## config.mk

```make
export PLATFORM = sky130hd
export DESIGN_NAME = button_click_hold_detector_core
export DESIGN_NICKNAME = d
export VERILOG_FILES = /design/src/rtl/bchd_pkg.sv /design/src/rtl/bchd_fsm.sv /design/src/rtl/button_click_hold_detector_core.sv
export SDC_FILE = /design/constraint.sdc
export NUM_CORES = 1
export LEC_CHECK = 0
export BUFFER_PORTS_ARGS = -buffer_cell sky130_fd_sc_hd__buf_2
export CELL_PAD_IN_SITES_DETAIL_PLACEMENT = 1
export CELL_PAD_IN_SITES_GLOBAL_PLACEMENT = 2
export CORE_MARGIN = 1.5
export CORE_UTILIZATION = 38
export CTS_CLUSTER_SIZE = 25
export DETAILED_ROUTE_END_ITERATION = 10
export HOLD_SLACK_MARGIN = 0.08
export PLACE_DENSITY = 0.82
export SYNTH_ARGS = -nofsm -noshare
export SYNTH_HDL_FRONTEND = slang
export SYNTH_HIERARCHICAL = 1
export SYNTH_SLANG_ARGS = --single-unit
```

## constraint.sdc

```tcl
create_clock -name clk -period 8.92 [get_ports clk]
set_clock_uncertainty 0.05 [all_clocks]
set_input_delay 0.892 -clock clk [delete_from_list [all_inputs] [get_ports clk]]
set_output_delay 0.892 -clock clk [all_outputs]
set_load 0.01 [all_outputs]
```

## src/rtl/bchd_pkg.sv

```systemverilog
// shared constants, codes and types of the button click and hold detector
package bchd_pkg;

  // width of the tick counter, which moves once per processed tick, and the time stamps
  localparam int STAMP_BITS = 32;

  localparam int CFG_W     = 16;
  localparam int CFG_IDX_W = 3;
  localparam int LINE_W    = 16;
  localparam int EV_W      = 2;
  localparam int STATE_W   = 4;

  // configuration register indexes
  localparam logic [CFG_IDX_W-1:0] CFG_ACTIVE_LEVEL   = 3'd0;
  localparam logic [CFG_IDX_W-1:0] CFG_LINE_CODE      = 3'd1;
  localparam logic [CFG_IDX_W-1:0] CFG_DEBOUNCE_TICKS = 3'd2;
  localparam logic [CFG_IDX_W-1:0] CFG_CLICK_TICKS    = 3'd3;
  localparam logic [CFG_IDX_W-1:0] CFG_RELEASE_TICKS  = 3'd4;
  localparam logic [CFG_IDX_W-1:0] CFG_HOLD_TICKS     = 3'd5;

  // configuration reset values
  localparam logic              RST_ACTIVE_LEVEL   = 1'b0;
  localparam logic [LINE_W-1:0] RST_LINE_CODE      = 16'd1;
  localparam logic [CFG_W-1:0]  RST_DEBOUNCE_TICKS = 16'd20;
  localparam logic [CFG_W-1:0]  RST_CLICK_TICKS    = 16'd300;
  localparam logic [CFG_W-1:0]  RST_RELEASE_TICKS  = 16'd200;
  localparam logic [CFG_W-1:0]  RST_HOLD_TICKS     = 16'd1000;

  // event codes
  localparam logic [EV_W-1:0] EV_NONE   = 2'd0;
  localparam logic [EV_W-1:0] EV_SINGLE = 2'd1;
  localparam logic [EV_W-1:0] EV_DOUBLE = 2'd2;
  localparam logic [EV_W-1:0] EV_HOLD   = 2'd3;

  // externally visible state numbers used by the checks in the top level
  localparam logic [STATE_W-1:0] STATE_IDLE         = 4'd0;
  localparam logic [STATE_W-1:0] STATE_WAIT_RELEASE = 4'd5;

  // press and release timing windows
  typedef struct packed {
    logic [CFG_W-1:0] click_ticks;
    logic [CFG_W-1:0] release_ticks;
    logic [CFG_W-1:0] hold_ticks;
  } timing_cfg_t;

  // result of one machine step
  typedef struct packed {
    logic [EV_W-1:0]    ev_code;
    logic [STATE_W-1:0] state_code;
  } fsm_status_t;

endpackage

```

## src/rtl/bchd_fsm.sv

```systemverilog
// click, double-click and hold state machine with its change stamp
module bchd_fsm (
  input  logic                            clk,
  input  logic                            rst_n,
  input  logic                            step,
  input  logic                            pressed,
  input  logic [bchd_pkg::STAMP_BITS-1:0] tick_now,
  input  bchd_pkg::timing_cfg_t           timing,
  output bchd_pkg::fsm_status_t           status
);
  import bchd_pkg::*;

  typedef enum logic [STATE_W-1:0] {
    S_IDLE         = 4'd0,
    S_PRESS        = 4'd1,
    S_WAIT_SINGLE  = 4'd2,
    S_WAIT_DOUBLE  = 4'd3,
    S_WAIT_HOLD    = 4'd4,
    S_WAIT_RELEASE = 4'd5,
    S_SINGLE       = 4'd6,
    S_DOUBLE       = 4'd7,
    S_HOLD         = 4'd8,
    S_RELEASE      = 4'd9
  } state_t;

  state_t                state_r, state_nxt;
  logic [STAMP_BITS-1:0] change_stamp_r, change_stamp_nxt;
  logic [STAMP_BITS-1:0] elapsed;
  logic                  below_click, reach_release, reach_hold;
  logic [EV_W-1:0]       ev_nxt;

  // wrapping time since the change stamp was last set (on a press, a release or a hold report)
  assign elapsed       = tick_now - change_stamp_r;
  assign below_click   = elapsed < STAMP_BITS'(timing.click_ticks);
  assign reach_release = elapsed >= STAMP_BITS'(timing.release_ticks);
  assign reach_hold    = elapsed >= STAMP_BITS'(timing.hold_ticks);

  always_comb begin
    state_nxt        = state_r;
    change_stamp_nxt = change_stamp_r;
    ev_nxt           = EV_NONE;
    case (state_r)
      S_IDLE: begin
        if (pressed) begin
          state_nxt        = S_PRESS;
          change_stamp_nxt = tick_now;
        end
      end
      S_PRESS: begin
        if (!pressed) begin
          if (below_click) begin
            state_nxt        = S_WAIT_SINGLE;
            change_stamp_nxt = tick_now;
          end else begin
            state_nxt = S_IDLE;
          end
        end else if (!below_click) begin
          state_nxt = S_WAIT_HOLD;
        end
      end
      S_WAIT_SINGLE: begin
        if (reach_release) begin
          // still pressed past the gap: stay until release
          if (!pressed) state_nxt = S_SINGLE;
        end else if (pressed) begin
          state_nxt        = S_WAIT_DOUBLE;
          change_stamp_nxt = tick_now;
        end
      end
      S_WAIT_DOUBLE: begin
        if (!pressed) begin
          state_nxt = below_click ? S_DOUBLE : S_IDLE;
        end else if (!below_click) begin
          state_nxt = S_IDLE;
        end
      end
      S_WAIT_HOLD: begin
        if (reach_hold) state_nxt = pressed ? S_HOLD : S_IDLE;
      end
      S_WAIT_RELEASE: begin
        if (!pressed && reach_release) state_nxt = S_RELEASE;
      end
      S_SINGLE: begin
        ev_nxt    = EV_SINGLE;
        state_nxt = S_IDLE;
      end
      S_DOUBLE: begin
        ev_nxt    = EV_DOUBLE;
        state_nxt = S_IDLE;
      end
      S_HOLD: begin
        ev_nxt           = EV_HOLD;
        state_nxt        = S_WAIT_RELEASE;
        change_stamp_nxt = tick_now;
      end
      default: begin
        state_nxt = S_IDLE;
      end
    endcase
  end

  always_ff @(posedge clk) begin
    if (!rst_n) begin
      state_r        <= S_IDLE;
      change_stamp_r <= '0;
    end else if (step) begin
      state_r        <= state_nxt;
      change_stamp_r <= change_stamp_nxt;
    end
  end

  assign status.ev_code    = ev_nxt;
  assign status.state_code = STATE_W'(state_nxt);

`ifndef SYNTHESIS
  // a report state never lasts more than one step
  a_report_leaves: assert property (@(posedge clk) disable iff (!rst_n)
    step && (state_r == S_SINGLE || state_r == S_DOUBLE) |=> state_r == S_IDLE)
    else $error("report state did not return to idle");

  // a hold report always restarts the release timer
  a_hold_stamp: assert property (@(posedge clk) disable iff (!rst_n)
    step && state_r == S_HOLD |=> change_stamp_r == $past(tick_now))
    else $error("hold report did not restamp");

  // the machine only moves on a step
  a_hold_still: assert property (@(posedge clk) disable iff (!rst_n)
    $past(rst_n) && !$past(step) |-> $stable(state_r) && $stable(change_stamp_r))
    else $error("machine moved without a step");
`endif

endmodule

```

## src/rtl/button_click_hold_detector_core.sv

```systemverilog
// top level of the button debounce and click / double-click / hold detector
//
// Each request on the input stream is one millisecond tick carrying the raw pin
// level and an optional edge notice with its line code. An edge on the
// configured line while the input is stable opens a debounce window; when the
// window runs out the pin is resampled into the clean level. A ten-state
// machine times presses and releases against the configured windows, with all
// elapsed times taken modulo 2^STAMP_BITS, and reports single click, double
// click or hold one tick after the deciding state is reached. Every tick gives
// exactly one result. The block takes one tick per clock cycle: a request
// lands in the input register, the whole tick step (counter, debounce, machine)
// is one combinational pass from there into the result register, and
// throughput is one request per cycle as long as the result side keeps
// taking. The clean level starts inactive (high) after reset. Configuration
// writes are taken at any edge with cfg_we high and are meant to happen only
// while no tick is in flight; indexes above five are ignored.
module button_click_hold_detector_core (
  input  logic                           clk,
  input  logic                           rst_n,
  // input tick stream
  input  logic                           in_tvalid,
  output logic                           in_tready,
  input  logic [23:0]                    in_tdata,  // [0] pin_level, [16:1] edge_line
  input  logic                           in_tuser,  // [0] edge_seen
  // result stream
  output logic                           out_tvalid,
  input  logic                           out_tready,
  output logic [7:0]                     out_tdata, // [1:0] event_code, [2] clean_level,
                                                    // [6:3] machine_state
  // configuration
  input  logic                           cfg_we,
  input  logic [bchd_pkg::CFG_IDX_W-1:0] cfg_index,
  input  logic [bchd_pkg::CFG_W-1:0]     cfg_wdata
);
  import bchd_pkg::*;

  // configuration registers
  logic              active_level_r;
  logic [LINE_W-1:0] line_code_r;
  logic [CFG_W-1:0]  debounce_ticks_r;
  logic [CFG_W-1:0]  click_ticks_r;
  logic [CFG_W-1:0]  release_ticks_r;
  logic [CFG_W-1:0]  hold_ticks_r;

  // input register
  logic              in_vld_r;
  logic              pin_r;
  logic              edge_seen_r;
  logic [LINE_W-1:0] edge_line_r;

  // debounce state
  logic [STAMP_BITS-1:0] tick_r, tick_nxt;
  logic [STAMP_BITS-1:0] deb_stamp_r, deb_stamp_nxt;
  logic [STAMP_BITS-1:0] deb_elapsed;
  logic                  settling_r, settling_nxt;
  logic                  level_r, level_nxt;
  logic                  edge_hit, settle_open, expire, pressed;

  // result register
  logic               out_vld_r;
  logic [EV_W-1:0]    out_ev_r;
  logic               out_lvl_r;
  logic [STATE_W-1:0] out_state_r;

  logic        advance;
  timing_cfg_t timing;
  fsm_status_t fsm_status;

  // a tick is processed when the result slot is free or being drained
  assign advance   = in_vld_r && (!out_vld_r || out_tready);
  assign in_tready = !in_vld_r || advance;

  always_ff @(posedge clk) begin
    if (!rst_n) begin
      active_level_r   <= RST_ACTIVE_LEVEL;
      line_code_r      <= RST_LINE_CODE;
      debounce_ticks_r <= RST_DEBOUNCE_TICKS;
      click_ticks_r    <= RST_CLICK_TICKS;
      release_ticks_r  <= RST_RELEASE_TICKS;
      hold_ticks_r     <= RST_HOLD_TICKS;
    end else if (cfg_we) begin
      case (cfg_index)
        CFG_ACTIVE_LEVEL:   active_level_r   <= cfg_wdata[0];
        CFG_LINE_CODE:      line_code_r      <= cfg_wdata;
        CFG_DEBOUNCE_TICKS: debounce_ticks_r <= cfg_wdata;
        CFG_CLICK_TICKS:    click_ticks_r    <= cfg_wdata;
        CFG_RELEASE_TICKS:  release_ticks_r  <= cfg_wdata;
        CFG_HOLD_TICKS:     hold_ticks_r     <= cfg_wdata;
        default: ;
      endcase
    end
  end

  // input register, refilled whenever its tick moves on
  always_ff @(posedge clk) begin
    if (!rst_n) begin
      in_vld_r <= 1'b0;
    end else if (in_tready) begin
      in_vld_r <= in_tvalid;
    end
  end

  always_ff @(posedge clk) begin
    if (in_tready && in_tvalid) begin
      pin_r       <= in_tdata[0];
      edge_line_r <= in_tdata[16:1];
      edge_seen_r <= in_tuser;
    end
  end

  // tick step: counter first, then the edge check stamped with the new tick
  assign tick_nxt      = tick_r + 1'b1;
  assign edge_hit      = edge_seen_r && (edge_line_r == line_code_r) && !settling_r;
  assign deb_stamp_nxt = edge_hit ? tick_nxt : deb_stamp_r;
  assign settle_open   = settling_r || edge_hit;

  // expiry check, zero elapsed allowed so a zero window resamples at once
  assign deb_elapsed  = tick_nxt - deb_stamp_nxt;
  assign expire       = settle_open && (deb_elapsed >= STAMP_BITS'(debounce_ticks_r));
  assign level_nxt    = expire ? pin_r : level_r;
  assign settling_nxt = settle_open && !expire;
  assign pressed      = (level_nxt == active_level_r);

  always_ff @(posedge clk) begin
    if (!rst_n) begin
      tick_r      <= '0;
      deb_stamp_r <= '0;
      settling_r  <= 1'b0;
      level_r     <= ~RST_ACTIVE_LEVEL;
    end else if (advance) begin
      tick_r      <= tick_nxt;
      deb_stamp_r <= deb_stamp_nxt;
      settling_r  <= settling_nxt;
      level_r     <= level_nxt;
    end
  end

  assign timing.click_ticks   = click_ticks_r;
  assign timing.release_ticks = release_ticks_r;
  assign timing.hold_ticks    = hold_ticks_r;

  bchd_fsm u_fsm (
    .clk      (clk),
    .rst_n    (rst_n),
    .step     (advance),
    .pressed  (pressed),
    .tick_now (tick_nxt),
    .timing   (timing),
    .status   (fsm_status)
  );

  // result register, holds until taken
  always_ff @(posedge clk) begin
    if (!rst_n) begin
      out_vld_r <= 1'b0;
    end else if (advance) begin
      out_vld_r <= 1'b1;
    end else if (out_tready) begin
      out_vld_r <= 1'b0;
    end
  end

  always_ff @(posedge clk) begin
    if (advance) begin
      out_ev_r    <= fsm_status.ev_code;
      out_lvl_r   <= level_nxt;
      out_state_r <= fsm_status.state_code;
    end
  end

  assign out_tvalid = out_vld_r;
  assign out_tdata  = {1'b0, out_state_r, out_lvl_r, out_ev_r};

`ifndef SYNTHESIS
  // every event leaves the machine idle, or waiting for release after a hold
  a_event_state: assert property (@(posedge clk) disable iff (!rst_n)
    out_vld_r && out_ev_r != EV_NONE |->
      out_state_r == STATE_IDLE || out_state_r == STATE_WAIT_RELEASE)
    else $error("event with unexpected machine state");

  // a hold is always followed by the release wait
  a_hold_release: assert property (@(posedge clk) disable iff (!rst_n)
    out_vld_r && out_ev_r == EV_HOLD |-> out_state_r == STATE_WAIT_RELEASE)
    else $error("hold without release wait");

  // the tick counter moves by one for each processed tick and never otherwise
  a_tick_count: assert property (@(posedge clk) disable iff (!rst_n)
    $past(rst_n) |->
      tick_r == ($past(advance) ? $past(tick_r) + 1'b1 : $past(tick_r)))
    else $error("tick counter out of step");

  // the clean level only changes while a debounce window is open
  a_level_gate: assert property (@(posedge clk) disable iff (!rst_n)
    $past(rst_n) && !$past(settle_open) |-> $stable(level_r))
    else $error("clean level changed outside a debounce window");
`endif

endmodule
```

==> results of run 1 <==
flip-flops by register name, summed over array words and instances (netlist names), 2 cells and up:
name,count
edge_line_r,16
hold_ticks_r,16
release_ticks_r,16
out_state_r,4
out_ev_r,2
click_ticks_r,16
u_fsm/change_stamp_r,32
deb_stamp_r,32
u_fsm/state_r,4
tick_r,32
line_code_r,16
debounce_ticks_r,16
through the flow:
stage          setup TNS (ns)  power (mW)  hold slack [ns]  utilization
2_1_floorplan               0        1.24            0.385            -
3_3_place_gp                0        1.33            0.392        0.402
3_5_place_dp                0        1.34            0.402        0.402
4_1_cts                     0        2.49            0.408        0.425
5_1_grt                -0.198        2.56            0.426        0.426
6_report                    0        2.45            0.407        0.426
cells in the mapped netlist (53+ instances only):
cell / number
dfxtp_1: 185
xnor2_1: 70
nand2_1: 367
a21boi_0: 75
a21oi_1: 100
inv_1: 119
nor2_1: 82
o21ai_0: 82
nand3_1: 53
mux2i_1: 67
ha_1: 121
clkbuf_1: 75
and2_1: 65
worst max-delay path by stage:
| stage | to | cells after the start |
|---|---|---|
| floorplan | u_fsm/change_stamp_r[28]$_SDFFE_PN0P_ | 37 |
| global placement | u_fsm/change_stamp_r[0]$_SDFFE_PN0P_ | 33 |
| detailed placement | u_fsm/change_stamp_r[20]$_SDFFE_PN0P_ | 33 |
| CTS | u_fsm/change_stamp_r[20]$_SDFFE_PN0P_ | 34 |
| global route | u_fsm/change_stamp_r[15]$_SDFFE_PN0P_ | 34 |
| finish | u_fsm/change_stamp_r[23]$_SDFFE_PN0P_ | 35 |
what timing repair did:
item,CTS,global route
resized for setup,1,8
setup buffers,0,2
setup endpoints to repair,13,36
gates cloned,0,0
pin swaps,0,1
cell families after synthesis:
logic type               Yosys count
flip-flops                       210
XOR/XNOR                         115
buffers and inverters            220
AND/OR/NAND/NOR                  719
multiplexers                      74
other                              1
adder cells (fa/ha/maj)          127
AO/OA/AOI/OAI                    447
power by group:
group / switching (mW) / internal [mW]
registers: 0.0112 / 0.974
logic: 0.204 / 0.137
clock network: 0.451 / 0.674
worst register-to-register path: cells and delay by family, from the launching register on:
family | cells | cell delay (ns)
adder cells (fa/ha/maj) | 2 | 0.53
AO/OA/AOI/OAI | 11 | 2.32
XOR/XNOR | 3 | 0.47
multiplexers | 3 | 0.69
flip-flops | 1 | 0.37
buffers and inverters | 5 | 1.13
AND/OR/NAND/NOR | 11 | 2.88
per-layer routing:
layer / vias up / wire (µm) / part of all wire
li1: 6659 / - / -
met2: 172 / 21300 / 0.48
met3: 73 / 1190 / 0.026
met5: - / 0 / 0
met1: 6515 / 21100 / 0.47
met4: 0 / 1250 / 0.028
final cells by class:
| class | count | area, µm² |
|---|---|---|
| inverters | 120 | 450 |
| clock inverters | 12 | 113 |
| repair buffers | 79 | 487 |
| fillers | 4813 | 22800 |
| clock buffers | 39 | 793 |
| multi-input cells | 1483 | 9930 |
| flip-flops and latches | 210 | 4450 |
| well taps | 525 | 657 |
==> reports/results.ini, run 1 <==
[die]
start_util = 0.385
core_um2 = 39600
die_y_um = 203
rows = 73
chipWidth_um = 203
die_area_um2 = 41400
io-pin-count = 59

[logic_synthesis]
synth_area_um2 = 15300
synth_cells = 1913
synth_area_leaders = dfxtp_1 24%, ha_1 9.9%, nand2_1 9.0%
synth_top_family_by_area = simple AND/OR/NAND/NOR gates
synth_compound_area_frac = 0.202
synth_top_area_cell = dfxtp_1
ys_seq_area_frac = 0.292
avgSynthCellArea_um2 = 7.98
synthXorXnorAreaFrac = 0.0693
synth_fp_nets = 2085
synth-edff-count = 25
ys_types = 101
ys_ff_latch = 210
synth_fa_ha_area_frac = 0.105
yosys.area_share.simple = 0.223
yosys-mux-area-fraction = 0.0493
synth_warnings = 6
postSynth.asyncResetShare = 0
synthFlopType = dfxtp_1
yosysTopAreaCellShare = 0.243

[detailed_routing]
wl_per_cell_um = 18.1
final_antenna_net_count = 0
drtIter0Drc = 565
drc = 0
num_vias = 13400
wl_um = 44800
viasPerCell = 5.44
first_pass_iters = 5

[setup_path]
r2r-start = edge_line_r[4]$_DFFE_PP_
reg2regPathDepth = 35
worstSetupPathType = reg -> reg
reg2reg_to = u_fsm/change_stamp_r[23]$_SDFFE_PN0P_
reg2reg_slack_ns = 0.41
cp_max_fo = 32
path_buf_inv = 5
cp.arrival_ns = 8.93
critPathCaptureType = flip-flop
worstSetupStartpoint = edge_line_r[4]$_DFFE_PP_
cpPeakStageDelay_ns = 0.48
cp_slowest_cell = or4_1
crit_family = simple AND/OR/NAND/NOR gates
startpoint_type = flip-flop
cp.required_ns = 9.34

[placement]
post-place-ws_ns = 0.0678
placed_cell_area_um2 = 15900
finalWeightedCongestion = 0.865
io_buffers = 50
dp_hpwl_um = 33700
dp_cells = 2415

[clocking]
cts_tree = built
clock_sinks = 210
insertion_delay_ns = 0.57
cts_hold_buf = 0
root_buffer = clkbuf_16
path_clk_slew_ns = 0.06
htree_levels = 1
numCtsBuffers = 28
cts_buffer_depth = 3

[final_layout]
drive_gt1_frac = 0.0880
syn_to_final_growth_pct = 10.6
layout_commonest_cell = nand2_1
final_cell_mix = 367 x nand2_1, 185 x dfxtp_1, 120 x ha_1
final_nets = 2094
antenna_cells = 0
final_cell_area_um2 = 16900
final_cells = 2468

[global_route]
grt_max_degree = 112
grt_usage = 0.215
antenna_found_initial = 0
grt_pass1_vias = 13700
gr-usage-met1 = 0.278
overflow = 0
grt_pass1_wl_um = 72100
grt_busiest_layer = met2
grt_use_met3 = 0.0238
grt_use_met2 = 0.378

[sta]
setup_viol = 0
fin_crit_ns = 8.51
slew_violations = 0
fmax_mhz = 118
hold_viol = 0
setup_slack_ns = 0.414
fin_crit_sh = 0.954
slew-limit-headroom = 0.298
worst_pin_slew_ns = 1.05

[hold_path]
hold_depth = 2
min_to = u_fsm/change_stamp_r[5]$_SDFFE_PN0P_
hold_start = u_fsm/change_stamp_r[5]$_SDFFE_PN0P_
hp-class = reg -> reg

[job]
drv_cap = 0

[pwr]
power.density_nw_per_um2 = 145
ir_drop_mv = 0.159
p_leak_nw = 7.27

[status]
status = complete, no violations

Power figures use the tool's default switching activity.
==> inputs of run 2 (changes only) <==
==> constraint.sdc (replaced) <==
create_clock -name clk -period 8.92 [get_ports clk]
set_clock_uncertainty 0.05 [all_clocks]
set_input_delay 0 -clock clk [delete_from_list [all_inputs] [get_ports clk]]
set_output_delay 0 -clock clk [all_outputs]
set_load 0.01 [all_outputs]
==> run 2 against run 1 <==
Against the previous run:
- core utilization is 1.3 points higher
- combinational power is 5.9% higher
- clock power hardly changed
- global-route usage is 0.87 points higher
- non-clock buffer count is 49 higher
- maximum frequency is 1.3% higher
- flip-flop and latch count stayed put
- sequential share of layout area is 0.77 points lower
- via count is 2.5% higher
- design area is 3.0% higher
- count of clock-buffer cells in the layout is 1 higher
- critical path type unchanged
- highest routed layer unchanged
==> reports/results.ini, run 2 (same netlist as run 1, synthesis figures left out) <==
[status]
status = complete, no violations

[sta]
setup_viol = 0  ; unchanged
timing.hold.ws_ns = 0.105  ; -0.302 ns
slew-limit-headroom = 0.343  ; +0.0450
fin_setup_tns_ns = 0  ; unchanged
fmax_mhz = 119  ; +1.3%
worst_pin_slew_ns = 0.985  ; -0.0636 ns
fin_crit_sh = 0.942  ; -0.0118
fin_crit_ns = 8.40  ; -0.105 ns
slew_violations = 0  ; unchanged
hold_viol = 0  ; unchanged

[die]
rows = 73  ; unchanged
core_um2 = 39600  ; unchanged
die_area_um2 = 41400  ; unchanged
chipWidth_um = 203  ; unchanged
start_util = 0.385  ; unchanged
io-pin-count = 59  ; unchanged
die_y_um = 203  ; unchanged

[global_route]
overflow = 0  ; unchanged
grt_pass1_wl_um = 74600  ; +3.3%
antenna_found_initial = 2  ; +2
grt_pass1_vias = 14200  ; +3.5%
grt_usage = 0.224  ; +0.00869
grt_max_degree = 112  ; unchanged

[final_layout]
layout_commonest_cell = nand2_1
nFillCells = 4799  ; -0.29%
syn_to_final_growth_pct = 14.0
final_cell_mix = 367 x nand2_1, 185 x dfxtp_1, 120 x ha_1
seq_area_um2 = 4450  ; unchanged
final_nets = 2143  ; +2.3%
drive_gt1_frac = 0.0819  ; -0.00610
multi_input_area_um2 = 9940  ; about the same
largestRegisters = deb_stamp_r (32), tick_r (32), u_fsm/change_stamp_r (32)

[detailed_routing]
first_pass_iters = 5  ; unchanged
wl_um = 46600  ; +4.0%
viasPerCell = 5.46  ; +0.47%
final_antenna_net_count = 0  ; unchanged
num_vias = 13800  ; +2.5%
wl_per_cell_um = 18.5  ; +2.0%
drtIter0Drc = 590  ; +4.4%
drc = 0  ; unchanged

[setup_path]
cp_max_fo = 16  ; -50%
cp_slowest_cell = or2_1
startpoint_type = flip-flop
cp.arrival_ns = 8.82  ; -0.11 ns
critPathCaptureType = flip-flop
cpPeakStageDelay_ns = 0.43  ; -0.05 ns
worstSetupPathType = reg -> reg
cp.required_ns = 9.34  ; about the same
reg2regPathDepth = 35  ; unchanged
crit_path_frequent_cell = a21oi_1

[clocking]
cts_buffer_depth = 3  ; unchanged
root_buffer = clkbuf_16
cts_tree = built
insertion_delay_ns = 0.56  ; about the same
clock_sinks = 210  ; unchanged
numCtsBuffers = 28  ; unchanged
path_clk_slew_ns = 0.06  ; about the same
htree_levels = 1  ; unchanged

[pwr]
p_leak_nw = 7.47  ; +2.8%
p_total_mw = 2.45  ; about the same
power.density_nw_per_um2 = 141  ; -2.9%
ir_drop_mv = 0.147  ; -7.7%

[placement]
finalWeightedCongestion = 0.843  ; -2.6%
io_buffers = 50  ; unchanged
dp_hpwl_um = 33500  ; -0.79%

[hold_path]
hold_depth = 2  ; unchanged
hp-class = in -> reg

[job]
drv_cap = 0  ; unchanged

-- run 2: metal layers --
metal  routed length [µm]  track usage  vias up
li1                     -            -     6741
met1                21400        0.287     6743
met2                22500        0.394      187
met3                 1430       0.0265       79
met4                 1200       0.0627        0
met5                    0            0        -
-- run 2: repair_timing --
item                                    4_1_cts  5_1_grt
gates resized for setup                       0       10
endpoints found under the setup margin        0       33
buffers inserted                              0        2
hold buffers                                 54        0
endpoints found under the hold margin       131        0
-- run 2: critical path: cells and delay by family (launching register included) --
kind	cells	cell delay (ns)
buffers and inverters	2	0.32
flip-flops	1	0.40
AO/OA/AOI/OAI	13	2.52
AND/OR/NAND/NOR	11	2.53
multiplexers	2	0.57
XOR/XNOR	3	0.52
adder cells (fa/ha/maj)	4	1.37
-- run 2: per-stage QoR --
stage,cell area (µm²),setup WS (ns),util,std cells
2_1_floorplan,15300,0.979,-,1913
3_5_place_dp,15900,0.248,0.401,2409
5_1_grt,17400,-0.0472,0.439,2517
3_3_place_gp,15900,0.581,0.401,2409
6_report,17400,0.519,0.439,2517
4_1_cts,17300,0.181,0.437,2512
-- run 2: cell type report --
cell class,instances,share of cell area
diodes,2,0.000288
clock buffers,40,0.0452
multi-input cells,1483,0.571
repair buffers,128,0.0579
flip-flops and latches,210,0.256
inverters,120,0.0259
well taps,525,0.0378
clock inverters,9,0.00554
-- run 2: worst paths after layout --
check                                        startpoint                                     to  slack [ns]
hold reg to reg   u_fsm/change_stamp_r[27]$_SDFFE_PN0P_  u_fsm/change_stamp_r[27]$_SDFFE_PN0P_        0.41
setup reg to reg               edge_line_r[1]$_DFFE_PP_  u_fsm/change_stamp_r[18]$_SDFFE_PN0P_        0.52
hold / removal                              in_tdata[1]               edge_line_r[0]$_DFFE_PP_        0.10
setup / recovery               edge_line_r[1]$_DFFE_PP_  u_fsm/change_stamp_r[18]$_SDFFE_PN0P_        0.52
-- run 2: power by group --
group | internal, mW | total, mW | leakage (nW) | switching, mW
Clock | 0.664 | 1.10 | 0.425 | 0.440
Sequential | 0.975 | 0.986 | 1.74 | 0.0112
Combinational | 0.153 | 0.361 | 5.31 | 0.208
